File: src/rdsm_pkg.sv
package rdsm_pkg;

	localparam int unsigned MAX_ELEMENTS_DEF = 16;
	localparam int unsigned SYM_W = 8;

	localparam logic [SYM_W-1:0] SYM_ANY  = 8'h2E;
	localparam logic [SYM_W-1:0] SYM_STAR = 8'h2A;

	typedef enum logic [1:0] {
		CMD_PATTERN = 2'd0,
		CMD_TEXT    = 2'd1,
		CMD_END     = 2'd2,
		CMD_CLEAR   = 2'd3
	} cmd_t;

	// broadcast to every cell
	typedef struct packed {
		logic             text;
		logic             append;
		logic             star;
		logic             rearm;
		logic             clear;
		logic [SYM_W-1:0] symbol;
	} cell_ctrl_t;

	typedef struct packed {
		logic matched;
		logic pattern_overflow;
	} result_t;

endpackage

File: src/rdsm_cmd_if.sv
interface rdsm_cmd_if;
	logic                         valid;
	logic                         ready;
	logic [1:0]                   cmd;
	logic [rdsm_pkg::SYM_W-1:0]   symbol;

	modport source (output valid, output cmd, output symbol, input ready);
	modport sink   (input valid, input cmd, input symbol, output ready);
endinterface

File: src/rdsm_res_if.sv
interface rdsm_res_if;
	logic valid;
	logic ready;
	logic matched;
	logic pattern_overflow;

	modport source (output valid, output matched, output pattern_overflow, input ready);
	modport sink   (input valid, input matched, input pattern_overflow, output ready);
endinterface

File: src/rdsm_cell.sv
module rdsm_cell #(
	parameter bit HOME = 1'b0
) (
	input  logic                 clk,
	input  logic                 arst_n,
	input  rdsm_pkg::cell_ctrl_t ctl,
	input  logic                 valid_prev,
	input  logic                 valid_next,
	input  logic                 close_in,
	input  logic                 move_in,
	output logic                 valid,
	output logic                 close_out,
	output logic                 move_out,
	output logic                 last_unstarred,
	output logic                 hit_end
);

	logic                       valid_q;
	logic                       starred_q;
	logic                       active_q;
	logic [rdsm_pkg::SYM_W-1:0] sym_q;
	logic                       closed;
	logic                       hit;
	logic                       is_last;
	logic                       append_here;
	logic                       active_d;

	assign closed      = active_q | close_in;
	assign hit         = valid_q & closed &
	                     ((sym_q == rdsm_pkg::SYM_ANY) || (sym_q == ctl.symbol));
	assign is_last     = valid_q & ~valid_next;
	assign append_here = valid_prev & ~valid_q;

	assign valid          = valid_q;
	assign close_out      = closed & starred_q & valid_q;
	assign move_out       = hit & ~starred_q;
	assign last_unstarred = is_last & ~starred_q;
	assign hit_end        = closed & valid_prev & ~valid_q;
	assign active_d       = (hit & starred_q) | move_in;

	always_ff @(posedge clk or negedge arst_n) begin
		if (!arst_n) begin
			valid_q   <= 1'b0;
			starred_q <= 1'b0;
			active_q  <= HOME;
		end else begin
			if (ctl.clear) begin
				valid_q   <= 1'b0;
				starred_q <= 1'b0;
			end else if (ctl.append && append_here) begin
				valid_q   <= 1'b1;
				starred_q <= 1'b0;
			end else if (ctl.star && is_last) begin
				starred_q <= 1'b1;
			end
			if (ctl.rearm) begin
				active_q <= HOME;
			end else if (ctl.text) begin
				active_q <= active_d;
			end
		end
	end

	always_ff @(posedge clk) begin
		if (ctl.append && append_here) begin
			sym_q <= ctl.symbol;
		end
	end

endmodule

File: src/rdsm_res_queue.sv
module rdsm_res_queue (
	input  logic              clk,
	input  logic              arst_n,
	input  logic              push,
	input  rdsm_pkg::result_t push_data,
	output logic              space,
	rdsm_res_if.source        rsp
);

	logic [1:0]        cnt_q;
	rdsm_pkg::result_t ent0_q;
	rdsm_pkg::result_t ent1_q;
	logic              pop;

	assign space                = (cnt_q != 2'd2);
	assign rsp.valid            = (cnt_q != 2'd0);
	assign rsp.matched          = ent0_q.matched;
	assign rsp.pattern_overflow = ent0_q.pattern_overflow;
	assign pop                  = rsp.valid & rsp.ready;

	always_ff @(posedge clk or negedge arst_n) begin
		if (!arst_n) begin
			cnt_q <= 2'd0;
		end else begin
			unique case ({push, pop})
				2'b10:   cnt_q <= cnt_q + 2'd1;
				2'b01:   cnt_q <= cnt_q - 2'd1;
				default: cnt_q <= cnt_q;
			endcase
		end
	end

	always_ff @(posedge clk) begin
		unique case ({push, pop})
			2'b11: begin
				if (cnt_q == 2'd1) begin
					ent0_q <= push_data;
				end else begin
					ent0_q <= ent1_q;
					ent1_q <= push_data;
				end
			end
			2'b10: begin
				if (cnt_q == 2'd0) begin
					ent0_q <= push_data;
				end else begin
					ent1_q <= push_data;
				end
			end
			2'b01: begin
				ent0_q <= ent1_q;
			end
			default: begin
			end
		endcase
	end

endmodule

File: src/regex_dot_star_matcher_unit.sv
// Each result enters the registered result queue on its end-of-text transfer.
// Throughput: one command per cycle while req is ready; the active-set update ripples
// through the row of cells in the same cycle, so that chain sets the clock path.
// A two-entry result queue keeps req ready unless both entries are pending.
// Reset (arst_n low): pattern empty, overflow clear, position zero armed, queue empty.
module regex_dot_star_matcher_unit #(
	parameter int unsigned MAX_ELEMENTS = rdsm_pkg::MAX_ELEMENTS_DEF
) (
	input  logic       clk,
	input  logic       arst_n,
	rdsm_cmd_if.sink   req,
	rdsm_res_if.source rsp
);

	rdsm_pkg::cell_ctrl_t ctl;
	rdsm_pkg::cmd_t       cmd;
	rdsm_pkg::result_t    res;

	logic [MAX_ELEMENTS:0]   valid_chain;
	logic [MAX_ELEMENTS:0]   close_chain;
	logic [MAX_ELEMENTS:0]   move_chain;
	logic [MAX_ELEMENTS-1:0] valid_vec;
	logic [MAX_ELEMENTS-1:0] last_unstarred;
	logic [MAX_ELEMENTS-1:0] hit_end;
	logic [MAX_ELEMENTS:0]   valid_right;

	logic ovf_q;
	logic term_q;
	logic fire;
	logic space;
	logic load_ok;
	logic full;
	logic any_star;
	logic match;

	assign cmd      = rdsm_pkg::cmd_t'(req.cmd);
	assign req.ready = space;
	assign fire     = req.valid & space;
	assign full     = valid_vec[MAX_ELEMENTS-1];
	assign any_star = |last_unstarred;
	assign load_ok  = fire & (cmd == rdsm_pkg::CMD_PATTERN) & ~ovf_q;

	always_comb begin
		ctl.symbol = req.symbol;
		ctl.text   = fire & (cmd == rdsm_pkg::CMD_TEXT);
		ctl.star   = load_ok & (req.symbol == rdsm_pkg::SYM_STAR) & any_star;
		ctl.append = load_ok & ~ctl.star & ~full;
		ctl.clear  = fire & (cmd == rdsm_pkg::CMD_CLEAR);
		ctl.rearm  = fire & ((cmd == rdsm_pkg::CMD_END) || (cmd == rdsm_pkg::CMD_CLEAR));
	end

	assign valid_chain[0] = 1'b1;
	assign close_chain[0] = 1'b0;
	assign move_chain[0]  = 1'b0;
	assign valid_right[MAX_ELEMENTS] = 1'b0;

	for (genvar i = 0; i < MAX_ELEMENTS; i++) begin : g_cell
		assign valid_right[i] = valid_vec[i];
		assign valid_chain[i+1] = valid_vec[i];

		rdsm_cell #(
			.HOME (i == 0)
		) u_cell (
			.clk            (clk),
			.arst_n         (arst_n),
			.ctl            (ctl),
			.valid_prev     (valid_chain[i]),
			.valid_next     (valid_right[i+1]),
			.close_in       (close_chain[i]),
			.move_in        (move_chain[i]),
			.valid          (valid_vec[i]),
			.close_out      (close_chain[i+1]),
			.move_out       (move_chain[i+1]),
			.last_unstarred (last_unstarred[i]),
			.hit_end        (hit_end[i])
		);
	end

	// terminal position, reached only when every element is loaded
	assign match = (|hit_end) | ((term_q | close_chain[MAX_ELEMENTS]) & full);

	always_ff @(posedge clk or negedge arst_n) begin
		if (!arst_n) begin
			ovf_q  <= 1'b0;
			term_q <= 1'b0;
		end else begin
			if (ctl.clear) begin
				ovf_q <= 1'b0;
			end else if (load_ok && !ctl.star && full) begin
				ovf_q <= 1'b1;
			end
			if (ctl.rearm) begin
				term_q <= 1'b0;
			end else if (ctl.text) begin
				term_q <= move_chain[MAX_ELEMENTS];
			end
		end
	end

	assign res.matched          = match & ~ovf_q;
	assign res.pattern_overflow = ovf_q;

	rdsm_res_queue u_res_queue (
		.clk       (clk),
		.arst_n    (arst_n),
		.push      (fire & (cmd == rdsm_pkg::CMD_END)),
		.push_data (res),
		.space     (space),
		.rsp       (rsp)
	);

endmodule

File: src/flat_wrapper.sv
// flat-port wrapper written by rule: the top's interface ports become plain ports
module regex_dot_star_matcher_unit_flat 
#(
	parameter int unsigned MAX_ELEMENTS = rdsm_pkg::MAX_ELEMENTS_DEF
)
  (clk, arst_n, req_valid, req_cmd, req_symbol, req_ready, rsp_valid, rsp_matched, rsp_pattern_overflow, rsp_ready);
  rdsm_cmd_if req_i ();
  rdsm_res_if rsp_i ();
  input  logic clk;
  input  logic arst_n;
  input wire logic [$bits(req_i.valid)-1:0] req_valid;
  input wire logic [$bits(req_i.cmd)-1:0] req_cmd;
  input wire logic [$bits(req_i.symbol)-1:0] req_symbol;
  output wire logic [$bits(req_i.ready)-1:0] req_ready;
  output wire logic [$bits(rsp_i.valid)-1:0] rsp_valid;
  output wire logic [$bits(rsp_i.matched)-1:0] rsp_matched;
  output wire logic [$bits(rsp_i.pattern_overflow)-1:0] rsp_pattern_overflow;
  input wire logic [$bits(rsp_i.ready)-1:0] rsp_ready;
  assign req_i.valid = req_valid;
  assign req_i.cmd = req_cmd;
  assign req_i.symbol = req_symbol;
  assign req_ready = req_i.ready;
  assign rsp_valid = rsp_i.valid;
  assign rsp_matched = rsp_i.matched;
  assign rsp_pattern_overflow = rsp_i.pattern_overflow;
  assign rsp_i.ready = rsp_ready;
  regex_dot_star_matcher_unit #(.MAX_ELEMENTS(MAX_ELEMENTS)) u_core (.clk(clk), .arst_n(arst_n), .req(req_i), .rsp(rsp_i));
endmodule
File: config.mk
export PLATFORM = sky130hd
export DESIGN_NAME = regex_dot_star_matcher_unit_flat
export DESIGN_NICKNAME = d
export VERILOG_FILES = /design/src/rdsm_pkg.sv /design/src/rdsm_cmd_if.sv /design/src/rdsm_res_if.sv /design/src/rdsm_cell.sv /design/src/rdsm_res_queue.sv /design/src/regex_dot_star_matcher_unit.sv /design/src/flat_wrapper.sv
export SDC_FILE = /design/constraint.sdc
export NUM_CORES = 1
export LEC_CHECK = 0
export BUFFER_PORTS_ARGS = -buffer_cell sky130_fd_sc_hd__buf_2
export CAP_MARGIN = 30
export CELL_PAD_IN_SITES_DETAIL_PLACEMENT = 2
export CELL_PAD_IN_SITES_GLOBAL_PLACEMENT = 2
export CORE_ASPECT_RATIO = 1.25
export CORE_MARGIN = 2
export CORE_UTILIZATION = 40
export CTS_CLUSTER_DIAMETER = 200
export DETAILED_ROUTE_END_ITERATION = 16
export PLACE_DENSITY_LB_ADDON = 0.1
export SLEW_MARGIN = 0
export SYNTH_ARGS = -nofsm -noshare
export SYNTH_HDL_FRONTEND = slang
export SYNTH_SLANG_ARGS = --single-unit
File: constraint.sdc
create_clock -name clk -period 2.8 [get_ports clk]
set_clock_uncertainty 0.2 [all_clocks]
set_input_delay 0.14 -clock clk [delete_from_list [all_inputs] [get_ports clk]]
set_output_delay 0.14 -clock clk [all_outputs]
set_load 0.01 [all_outputs]
==> results of run 1 <==
[logic make-up (layout without fill, tap and decap cells)]
logic type | count (synthesis) | in the layout | synth area share
muxes | 2 | 2 | 0.002340
and+or+nand+nor | 225 | 225 | 0.1383
AOI/OAI and AO/OA | 147 | 147 | 0.1155
DFF | 184 | 184 | 0.5794
buffers and inverters | 72 | 184 | 0.03097
adders and majority gates | 6 | 6 | 0.008259
xor gates and xnor gates | 130 | 130 | 0.1253
[layout make-up]
cell class / count / share of cell area
flip-flops and latches: 184 / 0.4821
multi-input cells: 510 / 0.3352
repair buffers: 123 / 0.08712
clock buffers: 18 / 0.03927
well taps: 283 / 0.03240
clock inverters: 14 / 0.01397
inverters: 29 / 0.009960
[critical path, stage by stage, from the launching register on]
cell,delay (ps)
dfrtp_1,430
a311oi_4,390
o41ai_4,150
a311oi_4,320
o22ai_2,150
a31o_1,270
a2111oi_4,340
a21oi_2,110
a22o_1,210
[Yosys cell counts (2+ instances only)]
library cell	instances	area, um^2
nand2_1	21	78.83
nor2_1	44	165.2
ha_1	6	75.07
a31oi_1	10	62.56
nand3_1	12	60.06
nor2b_1	22	137.6
a21o_1	2	15.01
xor2_1	16	140.1
xnor2_1	114	998.5
o22ai_1	14	87.58
o211a_1	2	20.02
a311oi_4	2	52.55
nor3_1	20	100.1
or3_1	2	12.51
a22oi_1	5	37.54
a22o_1	12	105.1
nor4b_1	15	131.4
a32oi_1	2	17.52
nand4_1	46	287.8
clkbuf_1	38	142.6
a31o_2	4	35.03
dfrtp_1	51	1276
o2bb2ai_1	3	26.28
and3_1	10	62.56
o211ai_1	3	22.52
buf_2	3	15.01
a21oi_1	39	195.2
nand4b_1	3	26.28
nor4_1	11	68.82
o31ai_1	6	45.04
nand2b_1	15	93.84
o21ai_0	25	125.1
edfxtp_1	132	3964
inv_1	29	108.9
[flip-flops by register name (all words and copies together) (netlist names)]
signal / count
u_core.g_cell.u_cell.sym_q: 128
u_core.term_q: 1
u_core.u_res_queue.cnt_q: 2
u_core.u_res_queue.rsp.pattern_overflow: 1
u_core.u_res_queue.ent1_q: 2
u_core.g_cell.u_cell.starred_q: 16
u_core.g_cell.u_cell.active_q: 16
u_core.ovf_q: 1
u_core.u_res_queue.rsp.matched: 1
u_core.g_cell.u_cell.valid: 16
[power groups by stage]
stage | registers [W] | logic [W] | clock network, W
2_1_floorplan | 0.00320 | 0.000785 | 0
3_3_place_gp | 0.00323 | 0.00132 | 0
3_5_place_dp | 0.00325 | 0.00137 | 0
4_1_cts | 0.00319 | 0.00141 | 0.00246
5_1_grt | 0.00321 | 0.00156 | 0.00256
6_report | 0.00320 | 0.00144 | 0.00243
[through the flow]
step | power (W) | area [um^2] | setup slack [ps] | utilization | hold slack [ps]
detailed placement | 0.004622 | 10190 | -197.2 | 0.4571 | 136.8
global placement | 0.004553 | 10190 | -30.87 | 0.4571 | 134.5
global route | 0.007333 | 10930 | -131.2 | 0.4904 | 22.53
finish | 0.007062 | 10930 | -22.89 | 0.4904 | 28.90
floorplan | 0.003988 | 9110 | -137.5 | - | -355.6
CTS | 0.007068 | 10840 | -47.05 | 0.4865 | 21.45
[layer usage]
| layer | track usage | vias up | share of wire |
|---|---|---|---|
| li1 | - | 3022 | - |
| met1 | 0.3126 | 3457 | 0.43 |
| met2 | 0.4384 | 128 | 0.52 |
| met3 | 0.03517 | 31 | 0.030 |
| met4 | 0.05093 | 0 | 0.013 |
| met5 | 0 | - | 0 |
[final timing paths]
check	start	end	slack (ps)
max in group asynchronous	arst_n	u_core.g_cell[8].u_cell.starred_q$_DFFE_PN0P_	1650
min	req_symbol[3]	u_core.g_cell[1].u_cell.sym_q[3]$_DFFE_PP_	30
min reg2reg	u_core.term_q$_DFFE_PN0P_	u_core.term_q$_DFFE_PN0P_	310
min in group asynchronous	arst_n	u_core.u_res_queue.cnt_q[1]$_DFFE_PN0N_	190
max	u_core.g_cell[0].u_cell.starred_q$_DFFE_PN0P_	u_core.u_res_queue.rsp.matched$_DFFE_PP_	-20
max reg2reg	u_core.g_cell[0].u_cell.starred_q$_DFFE_PN0P_	u_core.u_res_queue.rsp.matched$_DFFE_PP_	-20
[repair_timing]
action	4_1_cts	5_1_grt
pin swaps	5	2
setup buffers	1	3
hold endpoints to repair	53	0
cloned	0	1
hold buffers	2	0
resized for setup	11	16
setup endpoints to repair	70	69
==> results.toml, run 1 <==
[status]
status = "finished with violations"
violations = "setup timing"

[cells_and_area]
fill_cells = 2190
final_layout_size_suffix_gt1_frac = 0.2187
ff_latch_area_um2 = 5269
diodes = 0
fin_nets = 885
final_common_cell = "edfxtp_1"
layout_common_cells = "132 x edfxtp_1, 114 x xnor2_1, 98 x buf_4"
multiInputGateArea_um2 = 3664
syn_to_final_growth_pct = 20.23
final_cells = 1161

[grt]
grt_pass1_vias = 7438
grt_max_degree = 53
grt_usage = 0.2435
grt_overflow = 0
grt_pass1_wl_mm = 44.64
antenna_found_initial = 0

[synthesis]
synthArstFlopShare = 0.2826
ys_ff_latch = 184
syn_area_um2 = 9090
synth-edff-count = 132
yosysWarnings = 0
synthDistinctLibCells = 61
postSynthCellCount = 766
ys.flop_type = "edfxtp_1"
syn_avg_cell_area_um2 = 11.87
yosysSeqAreaShare = 0.5794
synth_nets = 786

[timing]
worst_slew_margin_rel = 0.4485
worst_slack_ps = -22.89
slew_violations = 0
timing.final.crit_share = 1.008
grt_setup_unrepaired = "yes"
min_period_ps = 2823
fmax_ghz = 0.3542
final.setup.tns_ps = -22.89
setup_viol = 1
finalHoldViolations = 0
tightestPinTransition_ps = 816.1

[worst_setup_path]
worst-r2r-cell-count = 8
required_ps = 2790
end_kind = "register"
criticalPathCategory = "register to register"
worstPathArrival_ps = 2810
critPathMaxFanout = 3
start_kind = "register"

[clock_network]
clkLatencyLatePin_ps = 430
cts_tree = "built"
h-tree-depth = 4
numCtsBuffers = 17
cts.sinks = 184
clockBufferDepth = 2
cts_root_buf = "clkbuf_16"
clkTransAtPathRegs_ps = 70

[route]
dr.pass1.iters = 5
viasPerCell = 5.717
vias = 6638
final_antenna_net_count = 0
wl_mm = 28.95
post_drt_wl_per_cell_um = 24.93
drc = 0
drt_iter0_drc = 371

[pwr]
power_leakage_nw = 3.855
switchingPower_w = 0.002036
ir_drop_v = 0.0004058
seq_power_share = 0.453
p_int_w = 0.005025
p_clk_frac = 0.343
combPwrFrac = 0.204
swShare = 0.2883
pwr_density_cell_nw_per_um2 = 646.1

[hold_path]
hp-class = "primary input to register"
worstHoldPathCells = 2

[place]
place_inst = 1122
place_hpwl_mm = 19.80
portBuffers = 17
gp_congestion = 0.8359

[floorplanning]
die_h_um = 172.5
die_area_um2 = 23950
start_util = 0.4079
core_um2 = 22290
die_x_um = 138.8
rows = 61
ios = 18

[run]
max_cap_viol_count = 0
(Power assumes the default switching activity.)
==> run 2, diff against run 1 <==
- MAX_ROUTING_LAYER: unset -> met4
==> run 2 against run 1 <==
The flow still finishes with violations (setup timing). Global-route usage up 0.72 points. Combinational power barely moved. Design area unchanged. First-iteration DRC count grew 12%. Fmax decreased by 0.24%. Sequential cell count unchanged. Wire length is 0.17% lower. Clock power about the same. Sequential power about the same. Core utilization unchanged. Power about the same. Highest routed layer unchanged.
==> results.toml, run 2 (synthesis results as in run 1) <==
[status]
status = "finished with violations"
violations = "setup timing"

[worst_setup_path]
worstPathArrival_ps = 2810
required_ps = 2790
critPathMaxFanout = 3
end_kind = "register"
criticalPathCategory = "register to register"
worst-r2r-cell-count = 8
start_kind = "register"

[timing]
fmax_ghz = 0.3534
grt_setup_unrepaired = "yes"
holdWs_ps = 28.44
final.setup.tns_ps = -29.74
min_period_ps = 2830
worst_slack_ps = -29.74
worst_slew_margin_rel = 0.4293
finalHoldViolations = 0
tightestPinTransition_ps = 844.6
setup_viol = 1
slew_violations = 0
timing.final.crit_share = 1.011

[hold_path]
hp-class = "primary input to register"
worstHoldPathCells = 2

[floorplanning]
die_x_um = 138.8
start_util = 0.4079
die_area_um2 = 23950
die_h_um = 172.5
core_um2 = 22290
ios = 18
rows = 61

[cells_and_area]
final_common_cell = "edfxtp_1"
syn_to_final_growth_pct = 20.23
fin_area_um2 = 10930
layout_common_cells = "132 x edfxtp_1, 114 x xnor2_1, 98 x buf_4"
diodes = 0
final_layout_size_suffix_gt1_frac = 0.2187
largest_reg_flops = 128
largest_register = "u_core.g_cell.u_cell.sym_q"
fin_nets = 885

[grt]
grt_max_degree = 53
antenna_found_initial = 0
grt_usage = 0.2507
grt_pass1_vias = 7445
grt_pass1_wl_mm = 44.62
grt_overflow = 0

[clock_network]
clkLatencyLatePin_ps = 430
numCtsBuffers = 17
clkTransAtPathRegs_ps = 70
cts_tree = "built"
clockBufferDepth = 2
cts_root_buf = "clkbuf_16"
h-tree-depth = 4
cts.sinks = 184

[pwr]
power_w = 0.007067
pwr_density_cell_nw_per_um2 = 646.6
power_leakage_nw = 3.855
ir_drop_v = 0.0004063

[place]
portBuffers = 17
place_area_um2 = 10190
place_hpwl_mm = 19.80
gp_congestion = 0.8488

[route]
viasPerCell = 5.700
dr.pass1.iters = 4
vias = 6618
wl_mm = 28.90
post_drt_wl_per_cell_um = 24.89
drc = 0
final_antenna_net_count = 0
drt_iter0_drc = 415

[run]
max_cap_viol_count = 0
-- run 2: cell counts in the layout (fill, tap and decap cells not counted) --
No cell type changed its count.
-- run 2: cell type report --
cell class | count | area [um^2]
Fill cell | 2190 | 11360
Sequential cell | 184 | 5269
Multi-Input combinational cell | 510 | 3664
Timing Repair Buffer | 123 | 952.2
Clock buffer | 18 | 429.2
Tap cell | 283 | 354.1
Clock inverter | 14 | 152.6
Inverter | 29 | 108.9
-- run 2: worst paths after layout --
kind                                                                from                                       endpoint  slack, ps
setup / recovery           u_core.g_cell[0].u_cell.starred_q$_DFFE_PN0P_       u_core.u_res_queue.rsp.matched$_DFFE_PP_        -30
hold / removal                                             req_symbol[3]     u_core.g_cell[1].u_cell.sym_q[3]$_DFFE_PP_         30
setup reg to reg           u_core.g_cell[0].u_cell.starred_q$_DFFE_PN0P_       u_core.u_res_queue.rsp.matched$_DFFE_PP_        -30
hold reg to reg                                u_core.term_q$_DFFE_PN0P_                      u_core.term_q$_DFFE_PN0P_        300
max in group asynchronous                                         arst_n  u_core.g_cell[8].u_cell.starred_q$_DFFE_PN0P_       1670
min in group asynchronous                                         arst_n        u_core.u_res_queue.cnt_q[1]$_DFFE_PN0N_        190
-- run 2: critical path, stage by stage, from the launching register on --
cell and delay, ps:
dfrtp_1 430, a311oi_4 390, o41ai_4 150, a311oi_4 320, o22ai_2 150, a31o_1 270, a2111oi_4 340, a21oi_2 110
a22o_1 210
-- run 2: stage by stage --
stage / util / setup slack [ps] / cells
2_1_floorplan: - / -137.5 / 766
3_3_place_gp: 0.4571 / -30.87 / 1122
3_5_place_dp: 0.4571 / -197.2 / 1122
4_1_cts: 0.4865 / -47.05 / 1157
5_1_grt: 0.4904 / -131.2 / 1161
6_report: 0.4904 / -29.74 / 1161
-- run 2: routing by layer --
metal  up-vias  track usage  share of wire
met5         -            -              0
met2        93       0.4394           0.52
met4         0      0.05093          0.011
li1       3023            -              -
met1      3475       0.3113           0.44
met3        27      0.03517          0.024
-- run 2: report_power, final --
part | switching (W) | total, W | leakage [nW] | internal [W]
logic | 0.000818 | 0.00144 | 1.68 | 0.000621
registers | 0.000116 | 0.00320 | 1.90 | 0.00308
clock network | 0.00111 | 0.00243 | 0.280 | 0.00132
total | 0.00204 | 0.00707 | 3.85 | 0.00503
-- run 2: what timing repair did --
action	4_1_cts	5_1_grt
pin swaps	5	2
gates resized for setup	11	16
hold buffers	2	0
endpoints found under the hold margin	53	0
gates cloned	0	1
setup endpoints to repair	70	69
setup buffers	1	3
